==> src/design/mlep_pkg.sv <==
`timescale 1ns / 1ps

package mlep_pkg;

  localparam int ANGLE_BITS_DEF     = 32;
  localparam int COMPONENT_BITS_DEF = 16;

  // 1 mrad and the pitch limit in 40-bit binary angle units.
  localparam logic [63:0] PIX40 = 64'd87496355;
  localparam logic [63:0] LIM40 = 64'd129494605803;

  localparam int CORDIC_STEPS = 20;
  localparam int CORD_W       = 33;
  localparam int MUL_W        = 33;
  localparam int CNT_W        = 5;
  localparam logic signed [CORD_W-1:0] CORDIC_GAIN = 33'sd652032874;

  localparam int EYE_W = 17;
  localparam logic [EYE_W-1:0] IPD_RESET = 17'd64000;

  // Last counter value of each phase.
  localparam logic [CNT_W-1:0] ANG_LAST  = 5'd2;
  localparam logic [CNT_W-1:0] CORD_LAST = 5'(CORDIC_STEPS);
  localparam logic [CNT_W-1:0] QUAT_LAST = 5'd4;
  localparam logic [CNT_W-1:0] TERM_LAST = 5'd6;
  localparam logic [CNT_W-1:0] EYE_LAST  = 5'd3;

  typedef enum logic [5:0] {
    ST_IDLE = 6'b000001,
    ST_ANG  = 6'b000010,
    ST_CORD = 6'b000100,
    ST_QUAT = 6'b001000,
    ST_TERM = 6'b010000,
    ST_EYE  = 6'b100000
  } state_t;

  typedef struct packed {
    logic             load;
    logic             ang;
    logic             cord_load;
    logic             cord_step;
    logic             quat;
    logic             term;
    logic             eye;
    logic             out_load;
    logic [CNT_W-1:0] cnt;
  } cmd_t;

  typedef struct packed {
    logic out_block;
  } stat_t;

  function automatic logic [63:0] shift_round(input logic [63:0] v, input int s);
    logic [63:0] r;
    if (s == 0) begin
      r = v;
    end else begin
      r = (v + (64'd1 << (s - 1))) >> s;
    end
    return r;
  endfunction

  // atan(2^-k) with pi/4 at 2^29.
  function automatic logic signed [CORD_W-1:0] atan_val(input logic [CNT_W-1:0] k);
    logic signed [CORD_W-1:0] r;
    case (k)
      5'd0:    r = 33'sd536870912;
      5'd1:    r = 33'sd316933406;
      5'd2:    r = 33'sd167458907;
      5'd3:    r = 33'sd85004756;
      5'd4:    r = 33'sd42667331;
      5'd5:    r = 33'sd21354465;
      5'd6:    r = 33'sd10679838;
      5'd7:    r = 33'sd5340245;
      5'd8:    r = 33'sd2670163;
      5'd9:    r = 33'sd1335087;
      5'd10:   r = 33'sd667544;
      5'd11:   r = 33'sd333772;
      5'd12:   r = 33'sd166886;
      5'd13:   r = 33'sd83443;
      5'd14:   r = 33'sd41722;
      5'd15:   r = 33'sd20861;
      5'd16:   r = 33'sd10430;
      5'd17:   r = 33'sd5215;
      5'd18:   r = 33'sd2608;
      5'd19:   r = 33'sd1304;
      default: r = '0;
    endcase
    return r;
  endfunction

endpackage

==> src/design/mlep_ctrl.sv <==
`timescale 1ns / 1ps

module mlep_ctrl (
  input  logic            clk,
  input  logic            rst_n,
  input  logic            in_valid,
  output logic            in_ready,
  input  mlep_pkg::stat_t stat,
  output mlep_pkg::cmd_t  cmd
);

  mlep_pkg::state_t state_r, state_nxt;
  logic [mlep_pkg::CNT_W-1:0] cnt_r, cnt_nxt;

  always_comb begin
    state_nxt = state_r;
    cnt_nxt   = cnt_r + 5'd1;
    in_ready  = 1'b0;
    cmd       = '0;
    cmd.cnt   = cnt_r;
    case (state_r)
      mlep_pkg::ST_IDLE: begin
        in_ready = 1'b1;
        cnt_nxt  = '0;
        if (in_valid) begin
          cmd.load  = 1'b1;
          state_nxt = mlep_pkg::ST_ANG;
        end
      end
      mlep_pkg::ST_ANG: begin
        cmd.ang = 1'b1;
        if (cnt_r == mlep_pkg::ANG_LAST) begin
          cnt_nxt   = '0;
          state_nxt = mlep_pkg::ST_CORD;
        end
      end
      mlep_pkg::ST_CORD: begin
        cmd.cord_load = (cnt_r == 5'd0);
        cmd.cord_step = (cnt_r != 5'd0);
        if (cnt_r == mlep_pkg::CORD_LAST) begin
          cnt_nxt   = '0;
          state_nxt = mlep_pkg::ST_QUAT;
        end
      end
      mlep_pkg::ST_QUAT: begin
        cmd.quat = 1'b1;
        if (cnt_r == mlep_pkg::QUAT_LAST) begin
          cnt_nxt   = '0;
          state_nxt = mlep_pkg::ST_TERM;
        end
      end
      mlep_pkg::ST_TERM: begin
        cmd.term = 1'b1;
        if (cnt_r == mlep_pkg::TERM_LAST) begin
          cnt_nxt   = '0;
          state_nxt = mlep_pkg::ST_EYE;
        end
      end
      mlep_pkg::ST_EYE: begin
        cmd.eye = 1'b1;
        if (cnt_r == mlep_pkg::EYE_LAST) begin
          // Hold the finished result until the output register is free.
          cnt_nxt = cnt_r;
          if (!stat.out_block) begin
            cmd.out_load = 1'b1;
            cnt_nxt      = '0;
            state_nxt    = mlep_pkg::ST_IDLE;
          end
        end
      end
      default: begin
        cnt_nxt   = '0;
        state_nxt = mlep_pkg::ST_IDLE;
      end
    endcase
  end

  always_ff @(posedge clk) begin
    if (!rst_n) begin
      state_r <= mlep_pkg::ST_IDLE;
      cnt_r   <= '0;
    end else begin
      state_r <= state_nxt;
      cnt_r   <= cnt_nxt;
    end
  end

endmodule

==> config.mk <==
export PLATFORM = sky130hd
export DESIGN_NAME = mlep_ctrl
export DESIGN_NICKNAME = d
export VERILOG_FILES = /design/src/design/mlep_pkg.sv /design/src/design/mlep_ctrl.sv
export SDC_FILE = /design/constraint.sdc
export NUM_CORES = 1
export LEC_CHECK = 0
export BUFFER_PORTS_ARGS = -buffer_cell sky130_fd_sc_hd__buf_2
export CORE_UTILIZATION = 25
export DETAILED_ROUTE_END_ITERATION = 6
export PLACE_DENSITY = 0.46
export SETUP_SLACK_MARGIN = 0.02
export SLEW_MARGIN = 20
export SYNTH_ARGS = -nofsm -noshare
export SYNTH_HDL_FRONTEND = slang
export SYNTH_SLANG_ARGS = --single-unit
export TNS_END_PERCENT = 20
==> constraint.sdc <==
create_clock -name clk -period 2.19 [get_ports clk]
set_input_delay 0.438 -clock clk [delete_from_list [all_inputs] [get_ports clk]]
set_output_delay 0.438 -clock clk [all_outputs]
set_load 0.005 [all_outputs]
==> results.py, run 1 <==
metrics = {
    "sta": {
        "period_share_pct": 102,
        "final_max_slew_viol_count": 0,
        "fin_crit_ns": 2.23,
        "finClkSkew_ns": 0.00316,
        "setup_slack_ns": -0.0355,
        "whs_ns": 0.447,
        "slew_headroom_pct": 76.1,
        "timing.setup.tns_ns": -0.0402,
        "rsz0062_at_grt": "yes",
        "setup_viol": 2,
        "final_hold_viol_count": 0,
        "worstMarginPinSlew_ns": 0.356,
        "fmaxAchievable_ghz": 0.449,
    },
    "clocking": {
        "numCtsBuffers": 3,
        "clk_pin_slew_ns": 0.07,
        "ctsHtreeMaxLevel": 1,
        "insertion_delay_ns": 0.27,
        "numClockSinks": 11,
        "cts_tree": "done",
        "postCtsHoldBufs": 0,
        "clk_path_buf_depth": 2,
        "cts_root_buf": "clkbuf_4",
    },
    "status": {
        "outcome": "finished with violations",
        "violations": "setup timing",
    },
    "floorplanning": {
        "die_w_um": 55.8,
        "die-height_um": 55.8,
        "core_area_um2": 2760,
        "row_count": 19,
        "start_util_pct": 26.2,
        "die_area_um2": 3110,
        "num_io_pins": 18,
    },
    "hold_path": {
        "hp-start": "in_valid",
        "holdPathEnd": "state_r[0]",
        "hold_path_class": "in -> reg",
        "min_path_cells": 2,
    },
    "global_route": {
        "grt_pass1_wl_um": 3070,
        "grt_max_degree": 14,
        "grt_pass1_vias": 692,
        "grt-ovfl-total": 0,
        "antenna_found_initial": 0,
        "grtUsageTotal_pct": 12.7,
    },
    "synth": {
        "avgSynthCellArea_um2": 8.61,
        "ys.warnings.count": 0,
        "ys_ff_latch": 11,
        "yosysUniqueCellTypes": 34,
        "netlist_instances": 84,
        "synthesis.area_um2": 723,
        "syn_nets": 91,
        "yosysSeqAreaShare_pct": 30.4,
    },
    "power_and_ir_drop": {
        "vdd_ir_drop_max_mv": 0.345,
        "p_leak_nw": 0.439,
        "pwr_density_cell_nw_per_um2": 494,
    },
    "drt": {
        "drc": 0,
        "via_per_inst": 4.86,
        "wirelength_um": 1740,
        "detail-route-antenna-nets": 0,
        "vias": 685,
        "firstDrtPassIters": 4,
        "drt_iter0_markers": 28,
        "detail_route.wl_per_cell_um": 12.3,
    },
    "setup_path": {
        "path_buf_inv": 2,
        "reg2reg_setup_slack_ns": 0.15,
        "required_ns": 1.75,
        "reg2reg_from": "state_r[3]",
        "slowest_stage": "or4_4",
        "crit_family": "simple AND/OR/NAND/NOR gates",
        "cp.arrival_ns": 1.79,
        "worstSetupStartpointType": "register",
        "cp_max_fo": 2,
        "path_cells": "or4_4 > or3_4 > inv_2 > and3_1 > buf_2",
        "reg2reg_depth": 7,
        "max_stage_delay_ns": 0.53,
        "worstSetupEndpointType": "primary output",
        "r2r_end": "state_r[4]",
        "setup.worst_path.class": "reg -> out",
    },
    "finish": {
        "utilization_pct": 33.8,
        "layout_commonest_cell": "buf_2",
        "syn2layout_area_growth_pct": 28.9,
        "nNetsFinal": 118,
        "mostFrequentLayoutCells": "17 x buf_2, 8 x nand3_1, 8 x dfxtp_1",
        "num_antenna_cells": 0,
        "drive_gt1_share_pct": 34.5,
    },
    "place": {
        "routabilityCongestion": 0.828,
        "dp_slack_ns": 0.149,
        "dp_hpwl_um": 1380,
        "portBuffers": 17,
    },
    "run": {
        "cap_violations": 0,
    },
}
==> stage by stage <==
stage / power (mW) / area (um2) / cells
after floorplan: 0.290 / 723 / 84
after global placement: 0.322 / 858 / 133
after detailed placement: 0.320 / 858 / 133
after CTS: 0.473 / 932 / 141
after global routing: 0.494 / 932 / 141
final: 0.461 / 932 / 141
==> Yosys cell counts, drive strengths merged <==
| master | instances | area (um2) |
|---|---|---|
| ha | 3 | 37.5 |
| nand4bb | 1 | 11.3 |
| inv | 7 | 26.3 |
| nor2b | 3 | 21.3 |
| nor2 | 3 | 11.3 |
| nor3b | 3 | 22.5 |
| and2 | 5 | 31.3 |
| a2bb2oi | 1 | 8.76 |
| o21a | 2 | 15.0 |
| and3b | 2 | 17.5 |
| nor4 | 2 | 12.5 |
| nand3 | 8 | 40.0 |
| xnor2 | 2 | 17.5 |
| a221o | 1 | 11.3 |
| nand3b | 2 | 27.5 |
| nand4b | 1 | 8.76 |
| nand2 | 7 | 26.3 |
| and3 | 2 | 12.5 |
| o221a | 1 | 11.3 |
| dfxtp | 11 | 220 |
| xor2 | 1 | 8.76 |
| o21ai | 5 | 25.0 |
| or3 | 1 | 6.26 |
| o221ai | 1 | 8.76 |
| and4 | 1 | 8.76 |
| nor3 | 2 | 10.0 |
| and4b | 1 | 10.0 |
| a21oi | 1 | 5.00 |
| or4 | 2 | 18.8 |
| a2111oi | 1 | 27.5 |
| clkbuf | 1 | 3.75 |
==> kinds of logic after synthesis <==
kind of cell             share of synthesized area [%]
AO/OA/AOI/OAI                                     15.6
XOR/XNOR                                          3.63
adder cells (fa/ha/maj)                           5.19
buffers and inverters                             4.15
flip-flops                                        30.4
AND/OR/NAND/NOR                                   41.0
==> how the worst max path moves through the flow <==
stage	startpoint	endpoint	slack, ns	depth (start not counted)
floorplan	state_r[5]	cmd[10]	0.32	4
global placement	state_r[3]	cmd[10]	0.18	5
detailed placement	state_r[5]	cmd[10]	0.15	5
CTS	state_r[3]	cmd[10]	-0.05	5
global route	state_r[3]	cmd[10]	-0.13	5
finish	state_r[3]	cmd[10]	-0.04	5
==> worst reg2reg max path: cells and delay by family, from the launching register on <==
kind,cells,cell delay (ns)
DFF,1,0.34
AOI/OAI and AO/OA,3,0.58
and+or+nand+nor,3,0.85
buffers and inverters,1,0.15
==> timing repair <==
action                     in CTS  in global routing
pin swaps                       1                  0
gates resized for setup         7                  0
setup endpoints to repair       3                  3
buffers inserted                4                  0
==> metal layers <==
metal  vias up  track usage [%]  wire (um)
li1        359                -          -
met1       311             14.5        750
met2        15             22.4        890
met3         0             5.12         97
met4         0             2.14          0
met5         -                0          0
==> cell type report <==
class | count | area [um2]
tap | 31 | 38.8
inverter | 7 | 26.3
timing repair buffer | 23 | 130
fill | 301 | 1830
multi-input combinational | 65 | 484
clock buffer | 4 | 26.3
sequential | 11 | 226
==> state kept, by name, indices dropped and copies added, names as in the netlist <==
| signal | cells |
|---|---|
| cnt_r | 5 |
| state_r | 6 |
==> power by group <==
part / switching [mW] / internal (mW) / total (mW)
combinational: 0.0519 / 0.0496 / 0.101
clock: 0.0697 / 0.0706 / 0.140
sequential: 0.0127 / 0.206 / 0.219
total: 0.134 / 0.326 / 0.461
Power figures use the tool's default switching activity.
==> inputs of run 2 (changes only) <==
--- a/config.mk
+++ b/config.mk
@@ -6,9 +6,11 @@
 export NUM_CORES = 1
 export LEC_CHECK = 0
 export BUFFER_PORTS_ARGS = -buffer_cell sky130_fd_sc_hd__buf_2
+export CELL_PAD_IN_SITES_DETAIL_PLACEMENT = 0
+export CELL_PAD_IN_SITES_GLOBAL_PLACEMENT = 2
 export CORE_UTILIZATION = 25
 export DETAILED_ROUTE_END_ITERATION = 6
-export PLACE_DENSITY = 0.46
+export PLACE_DENSITY = 0.68
 export SETUP_SLACK_MARGIN = 0.02
 export SLEW_MARGIN = 20
 export SYNTH_ARGS = -nofsm -noshare
==> results.py, run 2 (synthesis gave the netlist of run 1 again) <==
metrics = {
    "status": {
        "outcome": "finished with violations",
        "violations": "setup timing",
    },
    "hold_path": {
        "holdPathEnd": "state_r[0]",
        "hp-start": "in_valid",
        "min_path_cells": 2,
        "hold_path_class": "in -> reg",
    },
    "clocking": {
        "clk_pin_slew_ns": 0.08,
        "cts_tree": "done",
        "ctsHtreeMaxLevel": 1,
        "numClockSinks": 11,
        "numCtsBuffers": 3,
        "insertion_delay_ns": 0.28,
        "clk_path_buf_depth": 2,
        "cts_root_buf": "clkbuf_4",
        "postCtsHoldBufs": 0,
    },
    "setup_path": {
        "reg2reg_setup_slack_ns": 0.15,
        "cp_max_fo": 2,
        "reg2reg_from": "state_r[3]",
        "required_ns": 1.75,
        "worstSetupStartpointType": "register",
        "cp.arrival_ns": 1.81,
        "r2r_end": "state_r[4]",
        "critical_path.startpoint": "state_r[3]",
        "setup.worst_path.class": "reg -> out",
        "worstSetupEndpointType": "primary output",
        "reg2reg_depth": 7,
    },
    "sta": {
        "final_hold_viol_count": 0,
        "fmaxAchievable_ghz": 0.445,
        "setup_viol": 1,
        "fin_crit_ns": 2.25,
        "final_max_slew_viol_count": 0,
        "period_share_pct": 103,
        "rsz0062_at_grt": "yes",
        "timing.setup.tns_ns": -0.0587,
        "worstMarginPinSlew_ns": 0.368,
        "setup_slack_ns": -0.0587,
        "whs_ns": 0.435,
        "slew_headroom_pct": 75.4,
        "finClkSkew_ns": 0.00187,
    },
    "drt": {
        "route.met2.wl_um": 867,
        "firstDrtPassIters": 4,
        "drc": 0,
        "drt_iter0_markers": 13,
        "via_per_inst": 5.08,
        "wirelength_um": 1940,
        "detail_route.wl_per_cell_um": 13.7,
        "vias": 721,
        "detail-route-antenna-nets": 0,
        "met3WireLength_um": 107,
        "routed.top_layer": "met4",
        "wl_met1_um": 950,
    },
    "global_route": {
        "grt_pass1_wl_um": 3080,
        "grt-ovfl-total": 0,
        "grt_pass1_vias": 630,
        "grt_max_degree": 14,
        "grtUsageTotal_pct": 13.3,
        "antenna_found_initial": 0,
    },
    "floorplanning": {
        "die-height_um": 55.8,
        "start_util_pct": 26.2,
        "die_w_um": 55.8,
        "die_area_um2": 3110,
        "core_area_um2": 2760,
        "row_count": 19,
        "num_io_pins": 18,
    },
    "finish": {
        "layout_commonest_cell": "buf_2",
        "final_cell_count_no_fill": 142,
        "mostFrequentLayoutCells": "17 x buf_2, 8 x nand3_1, 8 x dfxtp_1",
        "syn2layout_area_growth_pct": 29.8,
        "largest-register": "state_r",
        "nNetsFinal": 119,
        "largest_reg_flops": 6,
        "drive_gt1_share_pct": 36.0,
        "utilization_pct": 34.0,
        "num_antenna_cells": 0,
        "reg.largest.list": "state_r: 6 flops, cnt_r: 5 flops",
    },
    "place": {
        "dp_slack_ns": 0.137,
        "dp_hpwl_um": 1430,
        "portBuffers": 17,
        "place_inst": 135,
        "routabilityCongestion": 0.793,
    },
    "power_and_ir_drop": {
        "pwr_density_cell_nw_per_um2": 505,
        "vdd_ir_drop_max_mv": 0.570,
        "p_leak_nw": 0.446,
    },
    "run": {
        "cap_violations": 0,
    },
}
-- run 2: changes by cell type in the layout (fill, tap and decap cells not counted) --
cell      change
dfxtp_4       -1
clkinv_2      +1
buf_4         +1
dfxtp_2       +1
clkbuf_1      -1
-- run 2: cell type report --
type / instances / area, um2
fillers: 316 / 1820
inverters: 7 / 26.3
repair buffers: 24 / 138
clock buffers: 3 / 22.5
flip-flops and latches: 11 / 224
well taps: 31 / 38.8
clock inverters: 1 / 5.00
multi-input cells: 65 / 484
-- run 2: stage by stage --
step           instance area [um2]  power [mW]
3_5_place_dp                   873       0.321
2_1_floorplan                  723       0.290
3_3_place_gp                   873       0.324
5_1_grt                        938       0.504
4_1_cts                        937       0.477
6_report                       938       0.474
-- run 2: worst max-delay path by stage --
stage	endpoint	cells past startpoint	slack, ns
6_report	cmd[10]	5	-0.06
5_1_grt	cmd[10]	5	-0.12
4_1_cts	cmd[10]	5	-0.05
3_5_place_dp	cmd[10]	5	0.14
3_3_place_gp	cmd[10]	5	0.18
2_1_floorplan	cmd[10]	4	0.32
-- run 2: power breakdown --
| part | total (mW) | internal, mW | switching, mW |
|---|---|---|---|
| Clock | 0.149 | 0.0678 | 0.0812 |
| Sequential | 0.221 | 0.207 | 0.0138 |
| Combinational | 0.104 | 0.0496 | 0.0541 |
-- run 2: routing by layer --
metal / up-vias / GRT usage [%]
met5: - / 0
met4: 0 / 3.21
met3: 2 / 5.12
met2: 18 / 20.5
met1: 342 / 17.4
li1: 359 / -
-- run 2: repair_timing --
| action | CTS | global route |
|---|---|---|
| cloned | 0 | 0 |
| gates resized for setup | 5 | 1 |
| pin swaps | 1 | 0 |
| buffers inserted | 3 | 0 |
| endpoints found under the setup margin | 2 | 3 |
-- run 2: worst max-delay path, stage by stage, from the launching register on --
cell and delay (ns):
dfxtp_2 0.33, or4_4 0.53, or3_4 0.35, inv_2 0.06
and3_1 0.16, buf_2 0.11
==> inputs of run 3 (changes only) <==
--- a/config.mk
+++ b/config.mk
@@ -5,12 +5,12 @@
 export SDC_FILE = /design/constraint.sdc
 export NUM_CORES = 1
 export LEC_CHECK = 0
-export BUFFER_PORTS_ARGS = -buffer_cell sky130_fd_sc_hd__buf_2
 export CELL_PAD_IN_SITES_DETAIL_PLACEMENT = 0
 export CELL_PAD_IN_SITES_GLOBAL_PLACEMENT = 2
-export CORE_UTILIZATION = 25
+export CORE_UTILIZATION = 24
 export DETAILED_ROUTE_END_ITERATION = 6
-export PLACE_DENSITY = 0.68
+export DONT_BUFFER_PORTS = 1
+export PLACE_DENSITY = 0.57
 export SETUP_SLACK_MARGIN = 0.02
 export SLEW_MARGIN = 20
 export SYNTH_ARGS = -nofsm -noshare
==> results.py, run 3 (synthesis gave the netlist of run 1 again) <==
metrics = {
    "status": {
        "outcome": "finished with violations",
        "violations": "DRC",
    },
    "setup_path": {
        "reg2reg_from": "cnt_r[2]",
        "cp_max_fo": 2,
        "reg2reg_setup_slack_ns": 0.26,
        "worstSetupStartpointType": "register",
        "reg2reg_depth": 6,
        "cp.arrival_ns": 1.74,
        "setup.worst_path.class": "reg -> out",
        "r2r_end": "cnt_r[0]",
        "worstSetupEndpointType": "primary output",
        "required_ns": 1.75,
    },
    "clocking": {
        "insertion_delay_ns": 0.28,
        "numClockSinks": 11,
        "ctsHtreeMaxLevel": 1,
        "cts_root_buf": "clkbuf_4",
        "numCtsBuffers": 3,
        "postCtsHoldBufs": 0,
        "clk_pin_slew_ns": 0.08,
        "clk_path_buf_depth": 2,
        "cts_tree": "done",
    },
    "sta": {
        "finClkSkew_ns": 0.00332,
        "final_max_slew_viol_count": 0,
        "worstMarginPinSlew_ns": 0.386,
        "period_share_pct": 99.3,
        "slew_headroom_pct": 74.0,
        "timing.setup.tns_ns": 0,
        "setup_viol": 0,
        "setup_slack_ns": 0.0154,
        "fin_crit_ns": 2.17,
        "final_hold_viol_count": 0,
        "rsz0062_at_grt": "yes",
        "fmaxAchievable_ghz": 0.460,
    },
    "global_route": {
        "grt_pass1_wl_um": 3060,
        "grt-ovfl-total": 0,
        "grt_max_degree": 14,
        "grtUsageTotal_pct": 12.7,
        "antenna_found_initial": 0,
        "grt_pass1_vias": 637,
    },
    "place": {
        "place_inst": 121,
        "routabilityCongestion": 0.747,
        "dp_slack_ns": 0.265,
        "portBuffers": 0,
        "dp_hpwl_um": 1520,
    },
    "finish": {
        "utilization_pct": 30.8,
        "largest-register": "state_r",
        "drive_gt1_share_pct": 24.2,
        "fillers": 321,
        "nNetsFinal": 103,
        "final_cell_count_no_fill": 126,
        "num_antenna_cells": 0,
        "reg.largest.list": "state_r: 6 flops, cnt_r: 5 flops",
        "layout_commonest_cell": "dfxtp_1",
        "largest_reg_flops": 6,
        "syn2layout_area_growth_pct": 19.4,
        "mostFrequentLayoutCells": "10 x dfxtp_1, 8 x nand3_1, 8 x buf_4",
    },
    "power_and_ir_drop": {
        "p_switching_mw": 0.138,
        "vdd_ir_drop_max_mv": 0.189,
        "power_frac_comb_pct": 20.4,
        "internal-power_mw": 0.318,
        "p_leak_nw": 0.362,
        "switching_share_pct": 30.3,
        "total_power_mw": 0.456,
        "pwr_density_cell_nw_per_um2": 528,
        "power_frac_clock_pct": 31.9,
        "pwr-share-seq_pct": 47.7,
    },
    "drt": {
        "via_per_inst": 5.22,
        "detail-route-antenna-nets": 0,
        "vias": 658,
        "wirelength_um": 1940,
        "drc": 4,
        "drt_iter0_markers": 16,
        "detail_route.wl_per_cell_um": 15.4,
        "firstDrtPassIters": 6,
    },
    "floorplanning": {
        "core_area_um2": 2810,
        "start_util_pct": 25.8,
        "die_area_um2": 3240,
        "die-height_um": 56.9,
        "num_io_pins": 18,
        "die_w_um": 56.9,
        "row_count": 19,
    },
    "run": {
        "cap_violations": 0,
    },
    "hold_path": {
        "min_path_cells": 1,
        "hold_path_class": "in -> reg",
        "hp-start": "rst_n",
        "holdPathEnd": "state_r[0]",
    },
}
run 3: cell types whose count changed in the layout (fill, tap and decap cells not counted), sizes merged:
cell,previous run,this run
buf,24,8
run 3: layer usage:
| metal | vias up | track usage [%] | part of all wire, % |
|---|---|---|---|
| li1 | 330 | - | - |
| met1 | 308 | 15.7 | 47 |
| met2 | 15 | 19.5 | 45 |
| met3 | 5 | 5.53 | 6.6 |
| met4 | 0 | 4.18 | 1.3 |
| met5 | - | 0 | 0 |
run 3: worst max path at each step:
stage                    start  endpoint  slack [ns]  depth (start not counted)
global route        state_r[5]   cmd[10]       -0.04                          4
CTS                 state_r[0]   cmd[10]       0.003                          4
detailed placement    cnt_r[2]  cnt_r[0]        0.27                          6
finish              state_r[5]   cmd[10]        0.02                          4
floorplan           state_r[5]   cmd[10]        0.32                          4
global placement      cnt_r[2]  cnt_r[4]        0.25                          6
run 3: power by group through the flow:
stage               clock (mW)  sequential (mW)  combinational [mW]
CTS                      0.154            0.216              0.0929
floorplan                    0            0.222              0.0680
detailed placement           0            0.221              0.0906
global placement             0            0.222              0.0946
global route             0.160            0.219               0.103
finish                   0.145            0.217              0.0932
run 3: layout make-up:
type                    instances  area [um2]  share of cell area, %
multi-input cells              65         489                   56.7
clock inverters                 1        5.00                  0.580
repair buffers                  8        60.1                   6.96
well taps                      31        38.8                   4.49
clock buffers                   3        22.5                   2.61
inverters                       7        26.3                   3.04
flip-flops and latches         11         221                   25.7
run 3: worst max-delay path: stages (launching register included):
cell and delay [ns]:
dfxtp_1 0.32, or4_4 0.55, or3_4 0.35, inv_2 0.06
and3_4 0.17
run 3: per-stage QoR:
step           hold slack (ns)  cell area (um2)
2_1_floorplan            0.484              723
4_1_cts                  0.229              856
3_5_place_dp             0.529              811
3_3_place_gp             0.522              811
5_1_grt                  0.224              863
6_report                 0.238              863
run 3: timing repair:
action | 4_1_cts | 5_1_grt
resized for setup | 3 | 2
setup endpoints to repair | 1 | 3
pin swaps | 1 | 1
setup buffers | 1 | 0
hold endpoints to repair | 0 | 0
